$ cat config.mk
export PLATFORM = sky130hd
export DESIGN_NAME = polyline_map_record_encoder
export DESIGN_NICKNAME = d
export VERILOG_FILES = /design/src/hw/rtl/plre_pkg.sv /design/src/hw/rtl/polyline_map_record_encoder.sv /design/src/hw/rtl/plre_ram.sv /design/src/hw/rtl/plre_ctrl.sv /design/src/hw/rtl/plre_dp.sv
export SDC_FILE = /design/constraint.sdc
export NUM_CORES = 2
export LEC_CHECK = 0
export ABC_AREA = 1
export BUFFER_PORTS_ARGS = -buffer_cell sky130_fd_sc_hd__buf_2
export CAP_MARGIN = 20
export CORE_UTILIZATION = 60
export DETAILED_ROUTE_END_ITERATION = 6
export PLACE_DENSITY = 0.72
export REMOVE_ABC_BUFFERS = 1
export SYNTH_ARGS = -nofsm -noshare
export SYNTH_HDL_FRONTEND = slang
export SYNTH_SLANG_ARGS = --single-unit
$ cat constraint.sdc
create_clock -name clk -period 6.5 [get_ports clk]
set_input_delay 0.65 -clock clk [delete_from_list [all_inputs] [get_ports clk]]
set_output_delay 0.65 -clock clk [all_outputs]
set_load 0.1 [all_outputs]
$ cat src/hw/rtl/plre_pkg.sv
// ----------------------------------------------------------------------------
// plre_pkg
// Shared types and constants of the polyline map record encoder.
// ----------------------------------------------------------------------------
package plre_pkg;

	localparam int LON_W  = 22;
	localparam int LAT_W  = 21;
	localparam int CODE_W = 24;
	localparam int LATC_W = 21;
	localparam int PT_W   = CODE_W + LATC_W;
	localparam int LVL_W  = 8;
	localparam int CNT_W  = 8;

	localparam logic [CODE_W-1:0]       LON_OFFSET = 24'd3600000;
	localparam logic [LATC_W-1:0]       LAT_OFFSET = 21'd900000;
	localparam logic signed [LAT_W-1:0] LAT_MAX    = 21'sd900000;
	localparam logic signed [LAT_W-1:0] LAT_MIN    = -21'sd900000;

	typedef enum logic [1:0] {
		OP_CONT  = 2'd0,
		OP_NEW   = 2'd1,
		OP_FLUSH = 2'd2,
		OP_NONE  = 2'd3
	} op_t;

	typedef enum logic [2:0] {
		S_IDLE,
		S_HDR,
		S_RD,
		S_PNT,
		S_ONE_HDR,
		S_ONE_PNT
	} state_t;

	typedef enum logic [1:0] {
		TAIL_CLEAR,
		TAIL_PUSH,
		TAIL_CARRY
	} tail_t;

	typedef struct packed {
		logic wr_plain;
		logic wr_new_in;
		logic clr_fill;
		logic latch_item;
		logic push_item;
		logic carry;
		logic idx_clr;
		logic rd_pnt;
		logic ld_hdr;
		logic ld_pnt;
		logic ld_one_hdr;
		logic ld_one_pnt;
		logic out_last;
	} ctrl_cmd_t;

	typedef struct packed {
		logic fill_zero;
		logic fill_ge2;
		logic fill_next_full;
		logic neg_in;
		logic first_neg;
		logic idx_last;
		logic out_free;
	} ctrl_stat_t;

endpackage

$ cat src/hw/rtl/polyline_map_record_encoder.sv
// ----------------------------------------------------------------------------
// polyline_map_record_encoder
// Buffers polyline points one segment at a time and emits map records.
// ----------------------------------------------------------------------------
// A point that only extends the buffered segment is written to the segment RAM
// and gives no result. A request that closes a segment then emits its record:
// first the header, then each point, which is read from the segment RAM
// (registered read) before it is loaded into the result register. A sign
// change adds a one-point record: its header, then its point.
// Results wait in a single output register, and a stall there holds the
// sequence. New requests are taken again once the last result is loaded.
// The segment RAM needs no clearing after reset.
module polyline_map_record_encoder
	import plre_pkg::*;
#(
	parameter int MAX_POINTS = 62
) (
	input  logic                    clk,
	input  logic                    arst_n,
	input  logic                    in_valid,
	output logic                    in_ready,
	input  logic [1:0]              op,
	input  logic signed [LON_W-1:0] longitude,
	input  logic signed [LAT_W-1:0] latitude,
	input  logic                    cfg_valid,
	output logic                    cfg_ready,
	input  logic [LVL_W-1:0]        cfg_data,
	output logic                    out_valid,
	input  logic                    out_ready,
	output logic                    is_point,
	output logic [LVL_W-1:0]        record_level,
	output logic [CNT_W-1:0]        point_count,
	output logic [CODE_W-1:0]       lon_code,
	output logic [CODE_W-1:0]       lat_code,
	output logic                    last_of_run
);

	ctrl_cmd_t  cmd;
	ctrl_stat_t stat;

	assign cfg_ready = 1'b1;

	plre_ctrl u_ctrl (
		.clk     (clk),
		.arst_n  (arst_n),
		.in_valid(in_valid),
		.in_ready(in_ready),
		.op      (op),
		.stat    (stat),
		.cmd     (cmd)
	);

	plre_dp #(
		.MAX_POINTS(MAX_POINTS)
	) u_dp (
		.clk         (clk),
		.arst_n      (arst_n),
		.longitude   (longitude),
		.latitude    (latitude),
		.cfg_valid   (cfg_valid),
		.cfg_data    (cfg_data),
		.cmd         (cmd),
		.stat        (stat),
		.out_ready   (out_ready),
		.out_valid   (out_valid),
		.is_point    (is_point),
		.record_level(record_level),
		.point_count (point_count),
		.lon_code    (lon_code),
		.lat_code    (lat_code),
		.last_of_run (last_of_run)
	);

	a_load_when_free: assert property (@(posedge clk) disable iff (!arst_n)
		(cmd.ld_hdr || cmd.ld_pnt || cmd.ld_one_hdr || cmd.ld_one_pnt) |-> stat.out_free)
		else $error("result loaded over a pending result");

	a_one_writer: assert property (@(posedge clk) disable iff (!arst_n)
		$onehot0({cmd.wr_plain, cmd.wr_new_in, cmd.push_item, cmd.carry}))
		else $error("segment RAM written by two sources");

	a_header_count: assert property (@(posedge clk) disable iff (!arst_n)
		(out_valid && !is_point) |-> (point_count != '0 &&
			point_count <= CNT_W'(MAX_POINTS)))
		else $error("header point count out of range");

	a_no_accept_busy: assert property (@(posedge clk) disable iff (!arst_n)
		(cmd.ld_hdr || cmd.ld_one_hdr) |-> !in_ready)
		else $error("request taken while a record is emitted");

endmodule

$ cat src/hw/rtl/plre_ram.sv
// ----------------------------------------------------------------------------
// plre_ram
// Generic single-write, single-read RAM with registered read data.
// ----------------------------------------------------------------------------
module plre_ram #(
	parameter int WIDTH = 8,
	parameter int DEPTH = 16
) (
	input  logic                     clk,
	input  logic                     we,
	input  logic [$clog2(DEPTH)-1:0] waddr,
	input  logic [WIDTH-1:0]         wdata,
	input  logic                     re,
	input  logic [$clog2(DEPTH)-1:0] raddr,
	output logic [WIDTH-1:0]         rdata
);

	logic [WIDTH-1:0] mem_q [DEPTH];

	always_ff @(posedge clk) begin
		if (we) begin
			mem_q[waddr] <= wdata;
		end
		if (re) begin
			rdata <= mem_q[raddr];
		end
	end

endmodule

$ cat src/hw/rtl/plre_ctrl.sv
// ----------------------------------------------------------------------------
// plre_ctrl
// Sequencer: decodes each request, then walks header and point emission.
// ----------------------------------------------------------------------------
module plre_ctrl
	import plre_pkg::*;
(
	input  logic       clk,
	input  logic       arst_n,
	input  logic       in_valid,
	output logic       in_ready,
	input  logic [1:0] op,
	input  ctrl_stat_t stat,
	output ctrl_cmd_t  cmd
);

	state_t state_q, state_d;
	tail_t  tail_q, tail_d;
	logic   single_q, single_d;

	logic acc;
	logic is_pt_op;
	logic start_new;
	logic sign_chg;
	logic dec_seg;
	logic dec_one;
	tail_t dec_tail;
	logic dec_single;

	assign acc      = (state_q == S_IDLE) && in_valid;
	assign is_pt_op = (op == OP_CONT) || (op == OP_NEW);
	assign start_new = is_pt_op && ((op == OP_NEW) || stat.fill_zero);
	assign sign_chg  = is_pt_op && !start_new && (stat.neg_in != stat.first_neg);

	always_comb begin
		dec_seg    = 1'b0;
		dec_one    = 1'b0;
		dec_single = 1'b0;
		dec_tail   = TAIL_CLEAR;
		if (op == OP_FLUSH) begin
			dec_seg = stat.fill_ge2;
		end else if (start_new) begin
			dec_seg  = stat.fill_ge2;
			dec_tail = TAIL_PUSH;
		end else if (sign_chg) begin
			dec_seg    = stat.fill_ge2;
			dec_one    = !stat.fill_ge2;
			dec_single = 1'b1;
			dec_tail   = TAIL_PUSH;
		end else if (is_pt_op) begin
			dec_seg  = stat.fill_next_full;
			dec_tail = TAIL_CARRY;
		end
	end

	always_comb begin
		state_d  = state_q;
		tail_d   = tail_q;
		single_d = single_q;
		case (state_q)
			S_IDLE: begin
				if (acc) begin
					tail_d   = dec_tail;
					single_d = dec_single;
					if (dec_seg) begin
						state_d = S_HDR;
					end else if (dec_one) begin
						state_d = S_ONE_HDR;
					end
				end
			end
			S_HDR: begin
				if (stat.out_free) begin
					state_d = S_RD;
				end
			end
			S_RD: begin
				state_d = S_PNT;
			end
			S_PNT: begin
				if (stat.out_free) begin
					if (!stat.idx_last) begin
						state_d = S_RD;
					end else if (single_q) begin
						state_d = S_ONE_HDR;
					end else begin
						state_d = S_IDLE;
					end
				end
			end
			S_ONE_HDR: begin
				if (stat.out_free) begin
					state_d = S_ONE_PNT;
				end
			end
			S_ONE_PNT: begin
				if (stat.out_free) begin
					state_d = S_IDLE;
				end
			end
			default: begin
				state_d = S_IDLE;
			end
		endcase
	end

	always_comb begin
		logic tail_go;
		tail_go  = 1'b0;
		cmd      = '0;
		in_ready = 1'b0;
		case (state_q)
			S_IDLE: begin
				in_ready = 1'b1;
				if (acc) begin
					if (op == OP_FLUSH) begin
						cmd.clr_fill = !stat.fill_ge2;
					end else if (start_new) begin
						cmd.wr_new_in  = !stat.fill_ge2;
						cmd.latch_item = stat.fill_ge2;
					end else if (sign_chg) begin
						cmd.latch_item = 1'b1;
					end else if (is_pt_op) begin
						cmd.wr_plain = 1'b1;
					end
				end
			end
			S_HDR: begin
				cmd.ld_hdr  = stat.out_free;
				cmd.idx_clr = stat.out_free;
			end
			S_RD: begin
				cmd.rd_pnt = 1'b1;
			end
			S_PNT: begin
				cmd.ld_pnt   = stat.out_free;
				cmd.out_last = stat.idx_last && !single_q;
				tail_go      = stat.out_free && stat.idx_last && !single_q;
			end
			S_ONE_HDR: begin
				cmd.ld_one_hdr = stat.out_free;
			end
			S_ONE_PNT: begin
				cmd.ld_one_pnt = stat.out_free;
				cmd.out_last   = 1'b1;
				tail_go        = stat.out_free;
			end
			default: begin
			end
		endcase
		if (tail_go) begin
			case (tail_q)
				TAIL_CLEAR: cmd.clr_fill  = 1'b1;
				TAIL_PUSH:  cmd.push_item = 1'b1;
				TAIL_CARRY: cmd.carry     = 1'b1;
				default:    cmd.clr_fill  = 1'b1;
			endcase
		end
	end

	always_ff @(posedge clk or negedge arst_n) begin
		if (!arst_n) begin
			state_q  <= S_IDLE;
			tail_q   <= TAIL_CLEAR;
			single_q <= 1'b0;
		end else begin
			state_q  <= state_d;
			tail_q   <= tail_d;
			single_q <= single_d;
		end
	end

endmodule

$ cat src/hw/rtl/plre_dp.sv
// ----------------------------------------------------------------------------
// plre_dp
// Datapath: point coding, segment buffer, fill tracking and result register.
// ----------------------------------------------------------------------------
module plre_dp
	import plre_pkg::*;
#(
	parameter int MAX_POINTS = 62
) (
	input  logic                    clk,
	input  logic                    arst_n,
	input  logic signed [LON_W-1:0] longitude,
	input  logic signed [LAT_W-1:0] latitude,
	input  logic                    cfg_valid,
	input  logic [LVL_W-1:0]        cfg_data,
	input  ctrl_cmd_t               cmd,
	output ctrl_stat_t              stat,
	input  logic                    out_ready,
	output logic                    out_valid,
	output logic                    is_point,
	output logic [LVL_W-1:0]        record_level,
	output logic [CNT_W-1:0]        point_count,
	output logic [CODE_W-1:0]       lon_code,
	output logic [CODE_W-1:0]       lat_code,
	output logic                    last_of_run
);

	localparam int AW = $clog2(MAX_POINTS);
	localparam int FW = $clog2(MAX_POINTS + 1);

	logic [LVL_W-1:0] level_q;
	logic [FW-1:0]    fill_q;
	logic             first_neg_q;
	logic [PT_W-1:0]  last_pt_q;
	logic [PT_W-1:0]  item_q;
	logic             item_neg_q;
	logic [AW-1:0]    idx_q;
	logic             out_valid_q;

	logic                    neg_in;
	logic [CODE_W-1:0]       lon_ext;
	logic [CODE_W-1:0]       lon_c;
	logic signed [LAT_W-1:0] lat_sat;
	logic [LATC_W-1:0]       lat_c;
	logic [PT_W-1:0]         packed_in;

	logic            ram_we;
	logic [AW-1:0]   ram_waddr;
	logic [PT_W-1:0] ram_wdata;
	logic [PT_W-1:0] ram_rdata;
	logic            out_free;
	logic            out_load;

	assign neg_in  = longitude[LON_W-1];
	assign lon_ext = CODE_W'(longitude);
	assign lon_c   = neg_in ? lon_ext + LON_OFFSET : lon_ext;

	always_comb begin
		if (latitude < LAT_MIN) begin
			lat_sat = LAT_MIN;
		end else if (latitude > LAT_MAX) begin
			lat_sat = LAT_MAX;
		end else begin
			lat_sat = latitude;
		end
	end

	assign lat_c     = $unsigned(lat_sat) + LAT_OFFSET;
	assign packed_in = {lon_c, lat_c};

	assign ram_we    = cmd.wr_plain | cmd.wr_new_in | cmd.push_item | cmd.carry;
	assign ram_waddr = cmd.wr_plain ? fill_q[AW-1:0] : '0;
	always_comb begin
		if (cmd.wr_plain || cmd.wr_new_in) begin
			ram_wdata = packed_in;
		end else if (cmd.push_item) begin
			ram_wdata = item_q;
		end else begin
			ram_wdata = last_pt_q;
		end
	end

	plre_ram #(
		.WIDTH(PT_W),
		.DEPTH(MAX_POINTS)
	) u_seg_ram (
		.clk  (clk),
		.we   (ram_we),
		.waddr(ram_waddr),
		.wdata(ram_wdata),
		.re   (cmd.rd_pnt),
		.raddr(idx_q),
		.rdata(ram_rdata)
	);

	always_ff @(posedge clk or negedge arst_n) begin
		if (!arst_n) begin
			level_q     <= '0;
			fill_q      <= '0;
			first_neg_q <= 1'b0;
			out_valid_q <= 1'b0;
		end else begin
			if (cfg_valid) begin
				level_q <= cfg_data;
			end
			if (cmd.wr_plain) begin
				fill_q <= fill_q + 1'b1;
			end else if (cmd.clr_fill) begin
				fill_q <= '0;
			end else if (cmd.wr_new_in || cmd.push_item || cmd.carry) begin
				fill_q <= FW'(1);
			end
			if (cmd.wr_new_in) begin
				first_neg_q <= neg_in;
			end else if (cmd.push_item) begin
				first_neg_q <= item_neg_q;
			end
			if (out_load) begin
				out_valid_q <= 1'b1;
			end else if (out_ready) begin
				out_valid_q <= 1'b0;
			end
		end
	end

	always_ff @(posedge clk) begin
		if (cmd.latch_item) begin
			item_q     <= packed_in;
			item_neg_q <= neg_in;
		end
		if (cmd.wr_plain || cmd.wr_new_in) begin
			last_pt_q <= packed_in;
		end else if (cmd.push_item) begin
			last_pt_q <= item_q;
		end
		if (cmd.idx_clr) begin
			idx_q <= '0;
		end else if (cmd.ld_pnt) begin
			idx_q <= idx_q + 1'b1;
		end
		if (cmd.ld_hdr || cmd.ld_one_hdr) begin
			is_point     <= 1'b0;
			record_level <= level_q;
			point_count  <= cmd.ld_hdr ? CNT_W'(fill_q) : CNT_W'(1);
			lon_code     <= '0;
			lat_code     <= '0;
			last_of_run  <= 1'b0;
		end else if (cmd.ld_pnt || cmd.ld_one_pnt) begin
			is_point     <= 1'b1;
			record_level <= '0;
			point_count  <= '0;
			lon_code     <= cmd.ld_pnt ? ram_rdata[PT_W-1:LATC_W] : last_pt_q[PT_W-1:LATC_W];
			lat_code     <= CODE_W'(cmd.ld_pnt ? ram_rdata[LATC_W-1:0]
				: last_pt_q[LATC_W-1:0]);
			last_of_run  <= cmd.out_last;
		end
	end

	assign out_load  = cmd.ld_hdr | cmd.ld_one_hdr | cmd.ld_pnt | cmd.ld_one_pnt;
	assign out_free  = !out_valid_q || out_ready;
	assign out_valid = out_valid_q;

	assign stat.fill_zero      = (fill_q == '0);
	assign stat.fill_ge2       = (fill_q > FW'(1));
	assign stat.fill_next_full = (fill_q == FW'(MAX_POINTS - 1));
	assign stat.neg_in         = neg_in;
	assign stat.first_neg      = first_neg_q;
	assign stat.idx_last       = ((FW'(idx_q) + 1'b1) == fill_q);
	assign stat.out_free       = out_free;

endmodule

==> metrics.yaml <==
die_area_um2: 195000
layout-drive-gt1-share_pct: 11.0
yosys_warnings: 0
clockRootBuffer: "clkbuf_16"
dp_hpwl_um: 187000
die_w_um: 441
drtIter0Drc: 11753
wirelength_um: 350000
path_class: "flop to flop"
grt.overflow.total: 0
p_leak_nw: 43.3
antenna_found_initial: 9
wl_per_cell_um: 31.6
critPathRequiredTime_ns: 7.10
setup_viol: 0
slew_headroom_pct: 14.2
worstPathArrival_ns: 5.51
skew_ns: 0.0557
drc: 3
cts_buffers: 310
crit_path_start_kind: "flop"
hold_class: "input port to flop"
timing.final.crit_share_pct: 75.6
path_clk_slew_ns: 0.06
cts_tree: "built"
die_height_um: 441
ios: 127
ys_ff_latch: 3014
area_growth_pct: 12.4
design.core.area_um2: 191000
h-tree-depth: 5
route.vias.total: 76299
netlist_instances: 8217
grt_pass1_vias: 72293
ant_nets: 0
start_util_pct: 60.6
drv_slew: 0
synth_flop_cell: "edfxtp_1"
dp_cells: 10509
worstSetupEndpointType: "flop"
track_usage_pct: 35.6
ys_seq_area_share_pct: 77.2
first_pass_iters: 7
rsz0062_at_grt: "no"
fin_crit_ns: 4.91
maxCapViolCount: 0
avgSynthCellArea_um2: 14.1
max_freq_ghz: 0.203
grt_pass1_wl_um: 500000
ir_worst_vdd_mv: 0.510
crit_path_max_fanout: 48
instances_no_fill: 11068
place_congestion: 0.885
vias_per_cell: 6.89
portBuffers: 120
layout_commonest_cell: "edfxtp_1"
status: "finished, violations left"
fin_nets: 8392
worst_pin_slew_ns: 1.27
clkLatencyLatePin_ns: 0.95
ctsResizeCount: 0
postSynth.asyncResetShare_pct: 0.730
netlist_area_um2: 116000
layout_common_cells: "edfxtp_1, a21oi_1, nand2_1"
postCtsSetupBuffers: 0
cts.sinks: 3014
clockBufferDepth: 4
violations: "DRC"
finalHoldViolations: 0
rows: 160
setup-tns-final_ns: 0
power.density_cell_area_nw_per_um2: 468
synth_edf_count: 2894
synthDistinctLibCells: 49
grt_max_degree: 158
[what timing repair did]
action                                  CTS  global route
endpoints found under the hold margin    33             0
hold buffers                             12             0
endpoints found under the setup margin    0             0
[critical path: stages (launching register included)]
cell and delay [ns]:
dfxtp_4 0.83, nand2_8 0.16, inv_2 0.39, nand4_1 0.21, xor2_2 0.21, xor2_1 0.17, and2_4 0.19, nand2_2 0.05
nand2_2 0.10, nand3_4 0.47, nand3_1 0.37, nand2_1 0.28, nor2_4 0.72, buf_12 0.30
[cell families after synthesis]
group	Yosys count	synth area share, %
AOI/OAI and AO/OA	2676	13.8
other	2	0.00648
muxes	3	0.0259
and+or+nand+nor	1741	6.10
xor gates and xnor gates	27	0.217
DFF	3014	77.2
adders and majority gates	9	0.0972
buffers and inverters	745	2.58
[synthesized netlist by cell type (3+ instances only)]
cell	count	share of area [%]
nand4_1	9	0.049
dfxtp_1	98	1.7
o21ai_0	592	2.6
buf_2	47	0.20
nor2_2	5	0.027
inv_1	136	0.44
clkbuf_1	487	1.6
a221o_1	8	0.069
nor2_1	347	1.1
a22oi_1	6	0.039
o22ai_1	57	0.31
o211ai_1	34	0.22
buf_4	10	0.065
nand3_1	284	1.2
xnor2_1	7	0.053
mux2i_1	3	0.026
edfxtp_1	2894	75
nor3_1	9	0.039
nand2_1	1058	3.4
o2111ai_1	3	0.023
a221oi_1	6	0.045
xor2_1	18	0.14
nand2_2	11	0.059
inv_2	15	0.049
and2_1	4	0.022
dfrtp_1	22	0.48
buf_1	35	0.11
o21ai_1	50	0.22
buf_6	12	0.12
o221ai_1	604	4.6
nand3_2	5	0.043
ha_1	9	0.097
clkinv_1	3	0.0097
a21oi_1	1301	5.6
o311ai_0	8	0.060
[layout make-up]
type	instances	area, µm²
Inverter	154	622
Clock inverter	141	1160
Multi-Input combinational cell	4463	24200
Clock buffer	397	8460
Sequential cell	3014	89400
Antenna cell	6	15.0
Timing Repair Buffer	382	3110
Tap cell	2511	3140
Fill cell	12625	60800
[where the power goes]
group / switching (mW) / internal, mW / leakage (nW)
registers: 0.384 / 25.4 / 27.2
clock network: 7.18 / 9.88 / 4.72
logic: 14.1 / 3.99 / 11.4
total: 21.7 / 39.3 / 43.3
[through the flow]
| step | utilization, % | hold WS (ns) | setup WS, ns | cell area [µm²] | total power, mW |
|---|---|---|---|---|---|
| global route | 68.2 | 0.0186 | 1.43 | 130000 | 62.8 |
| CTS | 68.1 | 0.0171 | 1.67 | 130000 | 60.7 |
| detailed placement | 63.0 | 0.440 | 1.66 | 120000 | 43.9 |
| finish | 68.2 | 0.0863 | 1.59 | 130000 | 61.0 |
| global placement | 63.0 | 0.434 | 1.73 | 120000 | 43.4 |
| floorplan | - | 0.354 | -36.79 | 113000 | 37.1 |
[registers in the layout, indices dropped and copies added, names as in the netlist]
name	flops
u_dp.record_level	8
u_dp.u_seg_ram.rdata	45
u_dp.point_count	6
u_dp.fill_q	6
u_ctrl.single_q	1
u_ctrl.state_q	3
u_dp.first_neg_q	1
u_ctrl.tail_q	2
u_dp.last_pt_q	45
u_dp.lat_code	21
u_dp.u_seg_ram.mem_q	2790
u_dp.idx_q	6
u_dp.item_neg_q	1
u_dp.out_valid	1
u_dp.item_q	44
u_dp.level_q	8
u_dp.is_point	1
u_dp.lon_code	24
u_dp.last_of_run	1
[path summary, 6_finish.rpt]
| check | end | slack, ns | depth (start not counted) | start |
|---|---|---|---|---|
| setup reg to reg | u_dp.u_seg_ram.mem_q[16][24] | 1.59 | 13 | u_dp.idx_q[0] |
| setup / recovery | u_dp.u_seg_ram.mem_q[16][24] | 1.59 | 13 | u_dp.idx_q[0] |
| max in group asynchronous | u_dp.fill_q[3] | 5.86 | 2 | arst_n |
| min in group asynchronous | u_dp.out_valid | 0.26 | 2 | arst_n |
| hold / removal | u_dp.item_q[23] | 0.09 | 1 | longitude[2] |
| hold reg to reg | u_dp.lon_code[22] | 0.45 | 2 | u_dp.lon_code[22] |
[metal layers]
metal	global-route usage [%]	vias to the layer above	part of all wire (%)
li1	-	31849	-
met1	47.9	37787	35
met2	55.2	5691	46
met3	6.43	966	12
met4	20.7	6	6.6
met5	0	-	0.010
No activity file was read; power rests on OpenSTA's default activity.
